==> src/hw/rtl/lsrg_pkg.sv <==
package lsrg_pkg;

  localparam int unsigned RESULT_CAP = 32;
  localparam int unsigned QDEPTH     = 2;
  localparam int unsigned QPTR_W     = $clog2(QDEPTH);

  localparam int unsigned CFG_IDX_W  = 3;
  localparam int unsigned CFG_DATA_W = 32;

  localparam logic [CFG_IDX_W-1:0] REG_SHIFT_X  = 3'd0;
  localparam logic [CFG_IDX_W-1:0] REG_SHIFT_Y  = 3'd1;
  localparam logic [CFG_IDX_W-1:0] REG_BLUR     = 3'd2;
  localparam logic [CFG_IDX_W-1:0] REG_SPREAD   = 3'd3;
  localparam logic [CFG_IDX_W-1:0] REG_CORNER   = 3'd4;
  localparam logic [CFG_IDX_W-1:0] REG_LAYERS   = 3'd5;
  localparam logic [CFG_IDX_W-1:0] REG_RGBA     = 3'd6;

  typedef struct packed {
    logic signed [16:0] shift_x;
    logic signed [16:0] shift_y;
    logic [15:0]        blur;
    logic [15:0]        spread;
    logic [15:0]        corner;
    logic [5:0]         layers;
    logic [31:0]        rgba;
  } cfg_t;

  // One rectangle, ready for layer stepping.
  typedef struct packed {
    logic signed [20:0] bx;    // rect_x + shift_x
    logic signed [20:0] by;
    logic [18:0]        rw;
    logic [18:0]        rh;
    logic [16:0]        e0;    // expansion of the outermost layer
    logic [5:0]         re0;   // remainder matching e0
    logic [15:0]        qb;    // blur / L
    logic [5:0]         rb;    // blur % L
    logic [8:0]         qa;    // 2a / N
    logic [10:0]        ra;    // 2a % N
    logic [10:0]        norm;  // N = L*(L+1)
    logic [5:0]         cnt;   // L
  } qent_t;

endpackage

==> src/hw/rtl/lsrg_div.sv <==
module lsrg_div #(
  parameter int unsigned NW = 16,
  parameter int unsigned DW = 6
) (
  input  logic          clk_i,
  input  logic          rst_ni,
  input  logic          start_i,
  input  logic [NW-1:0] num_i,
  input  logic [DW-1:0] den_i,
  output logic          busy_o,
  output logic [NW-1:0] quot_o,
  output logic [DW-1:0] rem_o
);

  localparam int unsigned CW = $clog2(NW + 1);

  logic [CW-1:0] cnt_q, cnt_d;
  logic [NW-1:0] num_q, num_d;
  logic [DW-1:0] rem_q, rem_d;
  logic [DW-1:0] den_q, den_d;
  logic [DW:0]   trial;
  logic          fits;

  // Restoring division, one quotient bit per cycle.
  assign trial = {rem_q, num_q[NW-1]};
  assign fits  = trial >= {1'b0, den_q};

  always_comb begin
    cnt_d = cnt_q;
    num_d = num_q;
    rem_d = rem_q;
    den_d = den_q;
    if (start_i) begin
      cnt_d = CW'(NW);
      num_d = num_i;
      rem_d = '0;
      den_d = den_i;
    end else if (cnt_q != '0) begin
      cnt_d = cnt_q - 1'b1;
      num_d = {num_q[NW-2:0], fits};
      rem_d = fits ? DW'(trial - {1'b0, den_q}) : trial[DW-1:0];
    end
  end

  always_ff @(posedge clk_i or negedge rst_ni) begin
    if (!rst_ni) begin
      cnt_q <= '0;
    end else begin
      cnt_q <= cnt_d;
    end
  end

  always_ff @(posedge clk_i) begin
    num_q <= num_d;
    rem_q <= rem_d;
    den_q <= den_d;
  end

  assign busy_o = cnt_q != '0;
  assign quot_o = num_q;
  assign rem_o  = rem_q;

endmodule

==> src/hw/rtl/lsrg_queue.sv <==
module lsrg_queue (
  input  logic          clk_i,
  input  logic          rst_ni,
  input  logic          push_i,
  input  lsrg_pkg::qent_t wdata_i,
  input  logic          pop_i,
  output lsrg_pkg::qent_t rdata_o,
  output logic          full_o,
  output logic          empty_o
);
  import lsrg_pkg::*;

  localparam int unsigned CNT_W = $clog2(QDEPTH + 1);

  qent_t              mem_q [QDEPTH];
  logic [QPTR_W-1:0]  wr_ptr_q, rd_ptr_q;
  logic [CNT_W-1:0]   cnt_q;
  logic               do_push, do_pop;

  assign full_o  = cnt_q == CNT_W'(QDEPTH);
  assign empty_o = cnt_q == '0;
  assign do_push = push_i && !full_o;
  assign do_pop  = pop_i && !empty_o;
  assign rdata_o = mem_q[rd_ptr_q];

  always_ff @(posedge clk_i or negedge rst_ni) begin
    if (!rst_ni) begin
      wr_ptr_q <= '0;
      rd_ptr_q <= '0;
      cnt_q    <= '0;
    end else begin
      if (do_push) begin
        wr_ptr_q <= (wr_ptr_q == QPTR_W'(QDEPTH - 1)) ? '0 : wr_ptr_q + 1'b1;
      end
      if (do_pop) begin
        rd_ptr_q <= (rd_ptr_q == QPTR_W'(QDEPTH - 1)) ? '0 : rd_ptr_q + 1'b1;
      end
      if (do_push && !do_pop) begin
        cnt_q <= cnt_q + 1'b1;
      end else if (do_pop && !do_push) begin
        cnt_q <= cnt_q - 1'b1;
      end
    end
  end

  always_ff @(posedge clk_i) begin
    if (do_push) begin
      mem_q[wr_ptr_q] <= wdata_i;
    end
  end

endmodule

==> src/hw/rtl/lsrg_front.sv <==
module lsrg_front #(
  parameter int unsigned MAX_LAYERS = 32
) (
  input  logic               clk_i,
  input  logic               rst_ni,
  input  lsrg_pkg::cfg_t     cfg_i,
  input  logic               in_valid_i,
  output logic               in_stall_o,
  input  logic signed [19:0] rect_x_i,
  input  logic signed [19:0] rect_y_i,
  input  logic [18:0]        rect_width_i,
  input  logic [18:0]        rect_height_i,
  output logic               push_o,
  output lsrg_pkg::qent_t    ent_o,
  input  logic               full_i
);
  import lsrg_pkg::*;

  localparam int unsigned LCAP = (MAX_LAYERS < RESULT_CAP) ? MAX_LAYERS : RESULT_CAP;

  localparam logic [1:0] FS_IDLE = 2'd0;
  localparam logic [1:0] FS_DIV  = 2'd1;
  localparam logic [1:0] FS_PUSH = 2'd2;

  logic [1:0]         state_q, state_d;
  logic signed [20:0] bx_q, by_q;
  logic [18:0]        rw_q, rh_q;
  logic [5:0]         cnt_q;
  logic [10:0]        norm_q;

  logic [5:0]  l_eff;
  logic [10:0] norm;
  logic        accept, useful, start;
  logic        busy_b, busy_a;
  logic [15:0] qb;
  logic [5:0]  rb;
  logic [8:0]  qa;
  logic [10:0] ra;

  assign l_eff  = (cfg_i.layers > 6'(LCAP)) ? 6'(LCAP) : cfg_i.layers;
  assign norm   = {5'd0, l_eff} * {5'd0, l_eff + 6'd1};
  assign accept = in_valid_i && (state_q == FS_IDLE);
  // Transparent color or no layers: the transaction is taken and dropped.
  assign useful = (cfg_i.rgba[7:0] != 8'd0) && (l_eff != 6'd0);
  assign start  = accept && useful;

  assign in_stall_o = state_q != FS_IDLE;

  lsrg_div #(.NW(16), .DW(6)) u_div_blur (
    .clk_i  (clk_i),
    .rst_ni (rst_ni),
    .start_i(start),
    .num_i  (cfg_i.blur),
    .den_i  (l_eff),
    .busy_o (busy_b),
    .quot_o (qb),
    .rem_o  (rb)
  );

  lsrg_div #(.NW(9), .DW(11)) u_div_alpha (
    .clk_i  (clk_i),
    .rst_ni (rst_ni),
    .start_i(start),
    .num_i  ({cfg_i.rgba[7:0], 1'b0}),
    .den_i  (norm),
    .busy_o (busy_a),
    .quot_o (qa),
    .rem_o  (ra)
  );

  always_comb begin
    state_d = state_q;
    case (state_q)
      FS_IDLE: begin
        if (start) state_d = FS_DIV;
      end
      FS_DIV: begin
        if (!busy_b && !busy_a) state_d = FS_PUSH;
      end
      FS_PUSH: begin
        if (!full_i) state_d = FS_IDLE;
      end
      default: state_d = FS_IDLE;
    endcase
  end

  always_ff @(posedge clk_i or negedge rst_ni) begin
    if (!rst_ni) begin
      state_q <= FS_IDLE;
    end else begin
      state_q <= state_d;
    end
  end

  always_ff @(posedge clk_i) begin
    if (start) begin
      bx_q   <= 21'(rect_x_i) + 21'(cfg_i.shift_x);
      by_q   <= 21'(rect_y_i) + 21'(cfg_i.shift_y);
      rw_q   <= rect_width_i;
      rh_q   <= rect_height_i;
      cnt_q  <= l_eff;
      norm_q <= norm;
    end
  end

  // Outermost layer: spread + blur*(L-1)/L, using blur*(L-1) = (blur - qb)*L - rb.
  always_comb begin
    ent_o      = '0;
    ent_o.bx   = bx_q;
    ent_o.by   = by_q;
    ent_o.rw   = rw_q;
    ent_o.rh   = rh_q;
    ent_o.e0   = {1'b0, cfg_i.spread} + {1'b0, cfg_i.blur} - {1'b0, qb}
                 - {16'd0, (rb != 6'd0)};
    ent_o.re0  = (rb != 6'd0) ? cnt_q - rb : 6'd0;
    ent_o.qb   = qb;
    ent_o.rb   = rb;
    ent_o.qa   = qa;
    ent_o.ra   = ra;
    ent_o.norm = norm_q;
    ent_o.cnt  = cnt_q;
  end

  assign push_o = (state_q == FS_PUSH) && !full_i;

endmodule

==> src/hw/rtl/lsrg_back.sv <==
module lsrg_back (
  input  logic               clk_i,
  input  logic               rst_ni,
  input  lsrg_pkg::cfg_t     cfg_i,
  input  lsrg_pkg::qent_t    ent_i,
  input  logic               empty_i,
  output logic               pop_o,
  output logic               out_valid_o,
  input  logic               out_stall_i,
  output logic signed [19:0] layer_x_o,
  output logic signed [19:0] layer_y_o,
  output logic [18:0]        layer_width_o,
  output logic [18:0]        layer_height_o,
  output logic [17:0]        layer_radius_o,
  output logic [31:0]        layer_rgba_o,
  output logic               last_layer_o
);
  import lsrg_pkg::*;

  localparam logic signed [21:0] S20_MAX = 22'sd524287;
  localparam logic signed [21:0] S20_MIN = -22'sd524288;

  logic        busy_q;
  qent_t       ent_q;
  logic [5:0]  i_q;
  logic [16:0] e_q;
  logic [5:0]  re_q;
  logic [8:0]  qa_q;
  logic [10:0] ra_q;

  logic        out_valid_q;
  logic signed [19:0] x_q, y_q;
  logic [18:0] w_q, h_q;
  logic [17:0] corner_q;
  logic [31:0] rgba_q;
  logic        last_q;

  logic        emit, load, last;
  logic        re_lt, ge;
  logic [5:0]  re_nx;
  logic [16:0] e_nx;
  logic [11:0] ra_sum;
  logic [10:0] ra_nx;
  logic [8:0]  qa_nx;
  logic signed [21:0] lx_w, ly_w;
  logic [19:0] w_w, h_w;
  logic signed [19:0] lx_s, ly_s;

  assign emit  = busy_q && (!out_valid_q || !out_stall_i);
  assign load  = !busy_q && !empty_i;
  assign pop_o = load;
  assign last  = i_q == ent_q.cnt - 6'd1;

  // Step the expansion down by blur/L, borrowing from the remainder.
  assign re_lt = re_q < ent_q.rb;
  assign re_nx = re_lt ? re_q + ent_q.cnt - ent_q.rb : re_q - ent_q.rb;
  assign e_nx  = e_q - {1'b0, ent_q.qb} - {16'd0, re_lt};

  // Step alpha up by 2a/N, carrying from the remainder.
  assign ra_sum = {1'b0, ra_q} + {1'b0, ent_q.ra};
  assign ge     = ra_sum >= {1'b0, ent_q.norm};
  assign ra_nx  = ge ? 11'(ra_sum - {1'b0, ent_q.norm}) : ra_sum[10:0];
  assign qa_nx  = qa_q + ent_q.qa + {8'd0, ge};

  assign lx_w = 22'(ent_q.bx) - $signed({5'd0, e_q});
  assign ly_w = 22'(ent_q.by) - $signed({5'd0, e_q});
  assign w_w  = {1'b0, ent_q.rw} + {2'd0, e_q, 1'b0};
  assign h_w  = {1'b0, ent_q.rh} + {2'd0, e_q, 1'b0};

  always_comb begin
    if (lx_w > S20_MAX)      lx_s = S20_MAX[19:0];
    else if (lx_w < S20_MIN) lx_s = S20_MIN[19:0];
    else                     lx_s = lx_w[19:0];
    if (ly_w > S20_MAX)      ly_s = S20_MAX[19:0];
    else if (ly_w < S20_MIN) ly_s = S20_MIN[19:0];
    else                     ly_s = ly_w[19:0];
  end

  always_ff @(posedge clk_i or negedge rst_ni) begin
    if (!rst_ni) begin
      busy_q      <= 1'b0;
      out_valid_q <= 1'b0;
    end else begin
      if (load) begin
        busy_q <= 1'b1;
      end else if (emit && last) begin
        busy_q <= 1'b0;
      end
      if (emit) begin
        out_valid_q <= 1'b1;
      end else if (!out_stall_i) begin
        out_valid_q <= 1'b0;
      end
    end
  end

  always_ff @(posedge clk_i) begin
    if (load) begin
      ent_q <= ent_i;
      i_q   <= '0;
      e_q   <= ent_i.e0;
      re_q  <= ent_i.re0;
      qa_q  <= ent_i.qa;
      ra_q  <= ent_i.ra;
    end else if (emit) begin
      i_q   <= i_q + 6'd1;
      e_q   <= e_nx;
      re_q  <= re_nx;
      qa_q  <= qa_nx;
      ra_q  <= ra_nx;
    end
    if (emit) begin
      x_q      <= lx_s;
      y_q      <= ly_s;
      w_q      <= w_w[19] ? 19'h7FFFF : w_w[18:0];
      h_q      <= h_w[19] ? 19'h7FFFF : h_w[18:0];
      corner_q <= {2'd0, cfg_i.corner} + {1'b0, e_q};
      rgba_q   <= {cfg_i.rgba[31:8], qa_q[7:0]};
      last_q   <= last;
    end
  end

  assign out_valid_o    = out_valid_q;
  assign layer_x_o      = x_q;
  assign layer_y_o      = y_q;
  assign layer_width_o  = w_q;
  assign layer_height_o = h_q;
  assign layer_radius_o = corner_q;
  assign layer_rgba_o   = rgba_q;
  assign last_layer_o   = last_q;

endmodule

==> src/hw/rtl/layered_shadow_rect_generator.sv <==
// Layered drop-shadow generator: each accepted rectangle yields L shadow layers
// (L = layer_count, capped at MAX_LAYERS and at 32), outermost first, with the
// final one flagged by last_layer_o. A rectangle is dropped without output when
// the shadow alpha byte or L is zero. The front end handles each rectangle with
// a 16-step serial division of blur by L; the back end then emits one layer per
// cycle while results are not stalled. A two-entry queue lets the front end work
// on the next rectangle while layers are still going out.
// Configuration must only be written while the block is idle.
module layered_shadow_rect_generator #(
  parameter int unsigned MAX_LAYERS = 32
) (
  input  logic                               clk_i,
  input  logic                               rst_ni,
  input  logic                               cfg_we_i,
  input  logic [lsrg_pkg::CFG_IDX_W-1:0]     cfg_index_i,
  input  logic [lsrg_pkg::CFG_DATA_W-1:0]    cfg_data_i,
  input  logic                               in_valid_i,
  output logic                               in_stall_o,
  input  logic signed [19:0]                 rect_x_i,
  input  logic signed [19:0]                 rect_y_i,
  input  logic [18:0]                        rect_width_i,
  input  logic [18:0]                        rect_height_i,
  output logic                               out_valid_o,
  input  logic                               out_stall_i,
  output logic signed [19:0]                 layer_x_o,
  output logic signed [19:0]                 layer_y_o,
  output logic [18:0]                        layer_width_o,
  output logic [18:0]                        layer_height_o,
  output logic [17:0]                        layer_radius_o,
  output logic [31:0]                        layer_rgba_o,
  output logic                               last_layer_o
);
  import lsrg_pkg::*;

  cfg_t  cfg_q;
  qent_t push_ent, pop_ent;
  logic  push, pop, full, empty;

  always_ff @(posedge clk_i or negedge rst_ni) begin
    if (!rst_ni) begin
      cfg_q <= '{layers: 6'd1, default: '0};
    end else if (cfg_we_i) begin
      case (cfg_index_i)
        REG_SHIFT_X: cfg_q.shift_x <= $signed(cfg_data_i[16:0]);
        REG_SHIFT_Y: cfg_q.shift_y <= $signed(cfg_data_i[16:0]);
        REG_BLUR:    cfg_q.blur    <= cfg_data_i[15:0];
        REG_SPREAD:  cfg_q.spread  <= cfg_data_i[15:0];
        REG_CORNER:  cfg_q.corner  <= cfg_data_i[15:0];
        REG_LAYERS:  cfg_q.layers  <= cfg_data_i[5:0];
        REG_RGBA:    cfg_q.rgba    <= cfg_data_i;
        default: ;
      endcase
    end
  end

  lsrg_front #(.MAX_LAYERS(MAX_LAYERS)) u_front (
    .clk_i        (clk_i),
    .rst_ni       (rst_ni),
    .cfg_i        (cfg_q),
    .in_valid_i   (in_valid_i),
    .in_stall_o   (in_stall_o),
    .rect_x_i     (rect_x_i),
    .rect_y_i     (rect_y_i),
    .rect_width_i (rect_width_i),
    .rect_height_i(rect_height_i),
    .push_o       (push),
    .ent_o        (push_ent),
    .full_i       (full)
  );

  lsrg_queue u_queue (
    .clk_i  (clk_i),
    .rst_ni (rst_ni),
    .push_i (push),
    .wdata_i(push_ent),
    .pop_i  (pop),
    .rdata_o(pop_ent),
    .full_o (full),
    .empty_o(empty)
  );

  lsrg_back u_back (
    .clk_i         (clk_i),
    .rst_ni        (rst_ni),
    .cfg_i         (cfg_q),
    .ent_i         (pop_ent),
    .empty_i       (empty),
    .pop_o         (pop),
    .out_valid_o   (out_valid_o),
    .out_stall_i   (out_stall_i),
    .layer_x_o     (layer_x_o),
    .layer_y_o     (layer_y_o),
    .layer_width_o (layer_width_o),
    .layer_height_o(layer_height_o),
    .layer_radius_o(layer_radius_o),
    .layer_rgba_o  (layer_rgba_o),
    .last_layer_o  (last_layer_o)
  );

endmodule
==> config.mk <==
export PLATFORM = sky130hd
export DESIGN_NAME = layered_shadow_rect_generator
export DESIGN_NICKNAME = d
export VERILOG_FILES = /design/src/hw/rtl/lsrg_pkg.sv /design/src/hw/rtl/lsrg_div.sv /design/src/hw/rtl/lsrg_queue.sv /design/src/hw/rtl/lsrg_front.sv /design/src/hw/rtl/lsrg_back.sv /design/src/hw/rtl/layered_shadow_rect_generator.sv
export SDC_FILE = /design/constraint.sdc
export NUM_CORES = 1
export LEC_CHECK = 0
export ABC_AREA = 1
export ABC_CLOCK_PERIOD_IN_PS = 17750
export BUFFER_PORTS_ARGS = -buffer_cell sky130_fd_sc_hd__clkbuf_2
export CAP_MARGIN = 30
export CORE_MARGIN = 1
export CORE_UTILIZATION = 35
export CTS_CLUSTER_SIZE = 28
export DETAILED_ROUTE_END_ITERATION = 12
export GPL_TIMING_DRIVEN = 0
export PLACE_DENSITY = 0.53
export RECOVER_POWER = 25
export SKIP_CTS_REPAIR_TIMING = 1
export SYNTH_ARGS = -nofsm -noshare
export SYNTH_HDL_FRONTEND = slang
export SYNTH_SLANG_ARGS = --single-unit
==> constraint.sdc <==
create_clock -name clk_i -period 17.75 [get_ports clk_i]
set_input_delay 3.55 -clock clk_i [delete_from_list [all_inputs] [get_ports clk_i]]
set_output_delay 3.55 -clock clk_i [all_outputs]
set_load 0.005 [all_outputs]
==> metrics.cfg <==
[finish]
final_cell_area_sq_mm=0.0530
nets=5331
layout-drive-gt1-share_pct=10.0
final_cell_mix=nand2_1 (1308), edfxtp_1 (748), inv_1 (487)
mostFrequentLayoutCell=nand2_1
syn_to_final_growth_pct=15.6
post-route-util_pct=40.9

[worst_setup_path]
cp.required_ns=18.19
r2r-end=u_front.norm_q[9]
path_cells=nor3_1, nand3_1, nand2_1, inv_1, nor2_1, ha_1, nand3_1, ha_1, or2_2, fa_1, fa_1, fa_1, inv_1, ha_1, a21oi_1, inv_1, a31oi_1, o21ai_0, a21oi_1, xnor2_1
crit_buf_inv=3
end_kind=flip-flop
cp-start-kind=flip-flop
crit_fanout=6
crit_path_end=u_front.norm_q[9]
ff2ff_path_depth=20
r2r-start=cfg_q[35]
slowest_stage=fa_1
crit_family=adder cells
path_class=reg2reg
cp-startpoint=cfg_q[35]
cp.arrival_ns=5.85
critPathMaxStageDelay_ns=0.54
ff2ff_setup_slack_ns=12.34
cp.depth=20

[synthesis]
synth.net_count=4957
yosysWarningCount=0
seq_area_frac_synth_pct=57.5
syn_area_per_cell_sq_um=10.2
synth_area_leader_cell=edfxtp_1
synth_edf_count=748
ys_async_sr_fraction_pct=15.1
syn_area_sq_mm=0.0458
yosys-top-cells-area=edfxtp_1 (49%), nand2_1 (11%), ha_1 (7.7%)
synth_seq_cells=909
synth_ff_type=edfxtp_1
synth_top_area_share_pct=49.0
synthDistinctLibCells=52
netlist_instances=4506

[floorplan]
initial_utilization_pct=35.4
core_region_area_sq_mm=0.130
rows=132
die_y_microns=364
ios=249
die_x_microns=364
dieArea_sq_mm=0.132

[power]
p_per_area_mw_per_mm2=184
max-vdd-ir-drop_mv=0.101
total_power_mw=9.77
power_leakage_nw=23.1

[run_status]
status=complete, but fails checks
violations=capacitance limit, slew limit

[placed_design]
port_buffers=248
gp_congestion=0.891
place_hpwl_microns=96800
place_area_sq_mm=0.0498
place_ws_ns=11.77

[routing]
drtIter0Drc=2331
drcViolationCount=0
ant_nets=0
first_pass_iters=6
vias=32217
wl_microns=127000
wl_per_cell_microns=18.9
vias_per_cell=4.80

[grt]
grt_first_pass_wirelength_microns=189000
track_usage_pct=19.1
overflow=0
grt_start_max_net_pins=89
grt_pass1_vias=30628
antenna_found_initial=11

[sta]
fin_crit_ns=5.41
setup_violations=0
worstMarginPinSlew_ns=3.37
tns_ns=0
slew_headroom_pct=-124
rsz0062_at_grt=false
finalCritPeriodShare_pct=30.5
finClkSkew_ns=0.0243
timing.fmax_mhz=185
final.setup.worst_slack_ns=12.34
hold_violations=0
slew_violations=218

[clock_network]
htreeDepth=3
cts.path.max_buffers=3
clock_sinks=909
cts_buffers=101
cts_tree=built
clk_pin_slew_ns=0.06
clk-insertion-delay-late_ns=0.69
cts_root_buf=clkbuf_16

[job]
maxCapViolCount=7

[hold_path]
hold_class=reg2reg
hold_start=u_front.bx_q[7]

==> worst min-delay path by stage <==
stage / to / slack, ns / depth (start not counted)
3_3_place_gp: u_queue.mem_q[1][150] / 0.42 / 0
6_report: u_queue.mem_q[1][148] / 0.43 / 0
5_1_grt: u_queue.mem_q[1][148] / 0.45 / 0
4_1_cts: u_back.layer_rgba_o[30] / 0.44 / 0
2_1_floorplan: u_back.layer_rgba_o[17] / 0.42 / 0
3_5_place_dp: u_queue.mem_q[1][135] / 0.43 / 0
==> cell type report <==
cell class | instances | area [sq um]
timing repair buffer | 271 | 1650
fill | 12709 | 76600
clock inverter | 61 | 557
tap | 1742 | 2180
multi-input combinational | 3012 | 17200
inverter | 499 | 1880
clock buffer | 128 | 2750
sequential | 909 | 26400
antenna | 1 | 2.50
buffer | 86 | 368
==> Yosys cell counts (3+ instances only) <==
cell type,count
inv_2,9
nand2_2,3
a211oi_1,3
nor4_1,10
nor2_2,5
a21o_1,24
and2_1,6
nand3b_1,12
fa_1,52
nand4_1,41
edfxtp_1,748
dfrtp_1,136
o21ai_0,275
clkbuf_1,68
ha_1,281
a31oi_1,26
o211ai_1,14
mux2i_1,4
inv_1,488
buf_2,9
or2_2,21
a21oi_1,239
nor3_1,36
nand3_1,180
buf_1,4
o31ai_1,8
a21boi_0,5
buf_6,3
o21bai_1,16
nor2_1,230
mux2_2,15
xor2_1,118
dfxtp_1,24
and3_1,6
nand2_1,1309
xnor2_1,53
nand3_2,3
==> registers in the layout, indices dropped and copies added, names as in the netlist, 16 cells and up <==
register,count
u_back.layer_x_o,20
u_back.layer_width_o,19
u_queue.mem_q,320
u_front.u_div_blur.quot_o,16
cfg_q,120
u_back.e_q,17
u_back.layer_y_o,20
u_back.layer_radius_o,18
u_front.bx_q,21
u_front.rh_q,19
u_back.ent_q,137
u_back.layer_rgba_o,32
u_front.rw_q,19
u_front.by_q,21
u_back.layer_height_o,19
==> layer usage <==
layer  up-vias  track usage [%]  share of wire (%)
met2       822             28.0                 42
met3       158             3.21                6.0
li1      15980                -                  -
met1     15257             29.0                 50
met5         -                0                  0
met4         0             5.06                2.4
==> where the power goes <==
group | switching [mW] | internal, mW | total, mW
logic | 2.81 | 1.49 | 4.30
registers | 0.337 | 3.05 | 3.38
clock network | 0.868 | 1.21 | 2.08
==> cell families (layout without fill, tap and decap cells) <==
logic type                 count (synthesis)  after routing  share of synthesized area [%]
and+or+nand+nor                         1871           1871                           16.7
DFF                                      909            909                           57.5
muxes                                     19             19                          0.456
buffers and inverters                    585           1045                           4.88
AOI/OAI and AO/OA                        618            618                           7.24
xor gates and xnor gates                 171            171                           3.27
adders and majority gates                333            333                           9.94
other                                      0              1                              0
==> per-stage QoR <==
step	cells	hold WS (ns)
2_1_floorplan	4506	0.419
3_3_place_gp	6496	0.424
3_5_place_dp	6519	0.430
4_1_cts	6708	0.440
5_1_grt	6708	0.451
6_report	6709	0.434
Note: power is estimated with default switching activity, not from simulation.
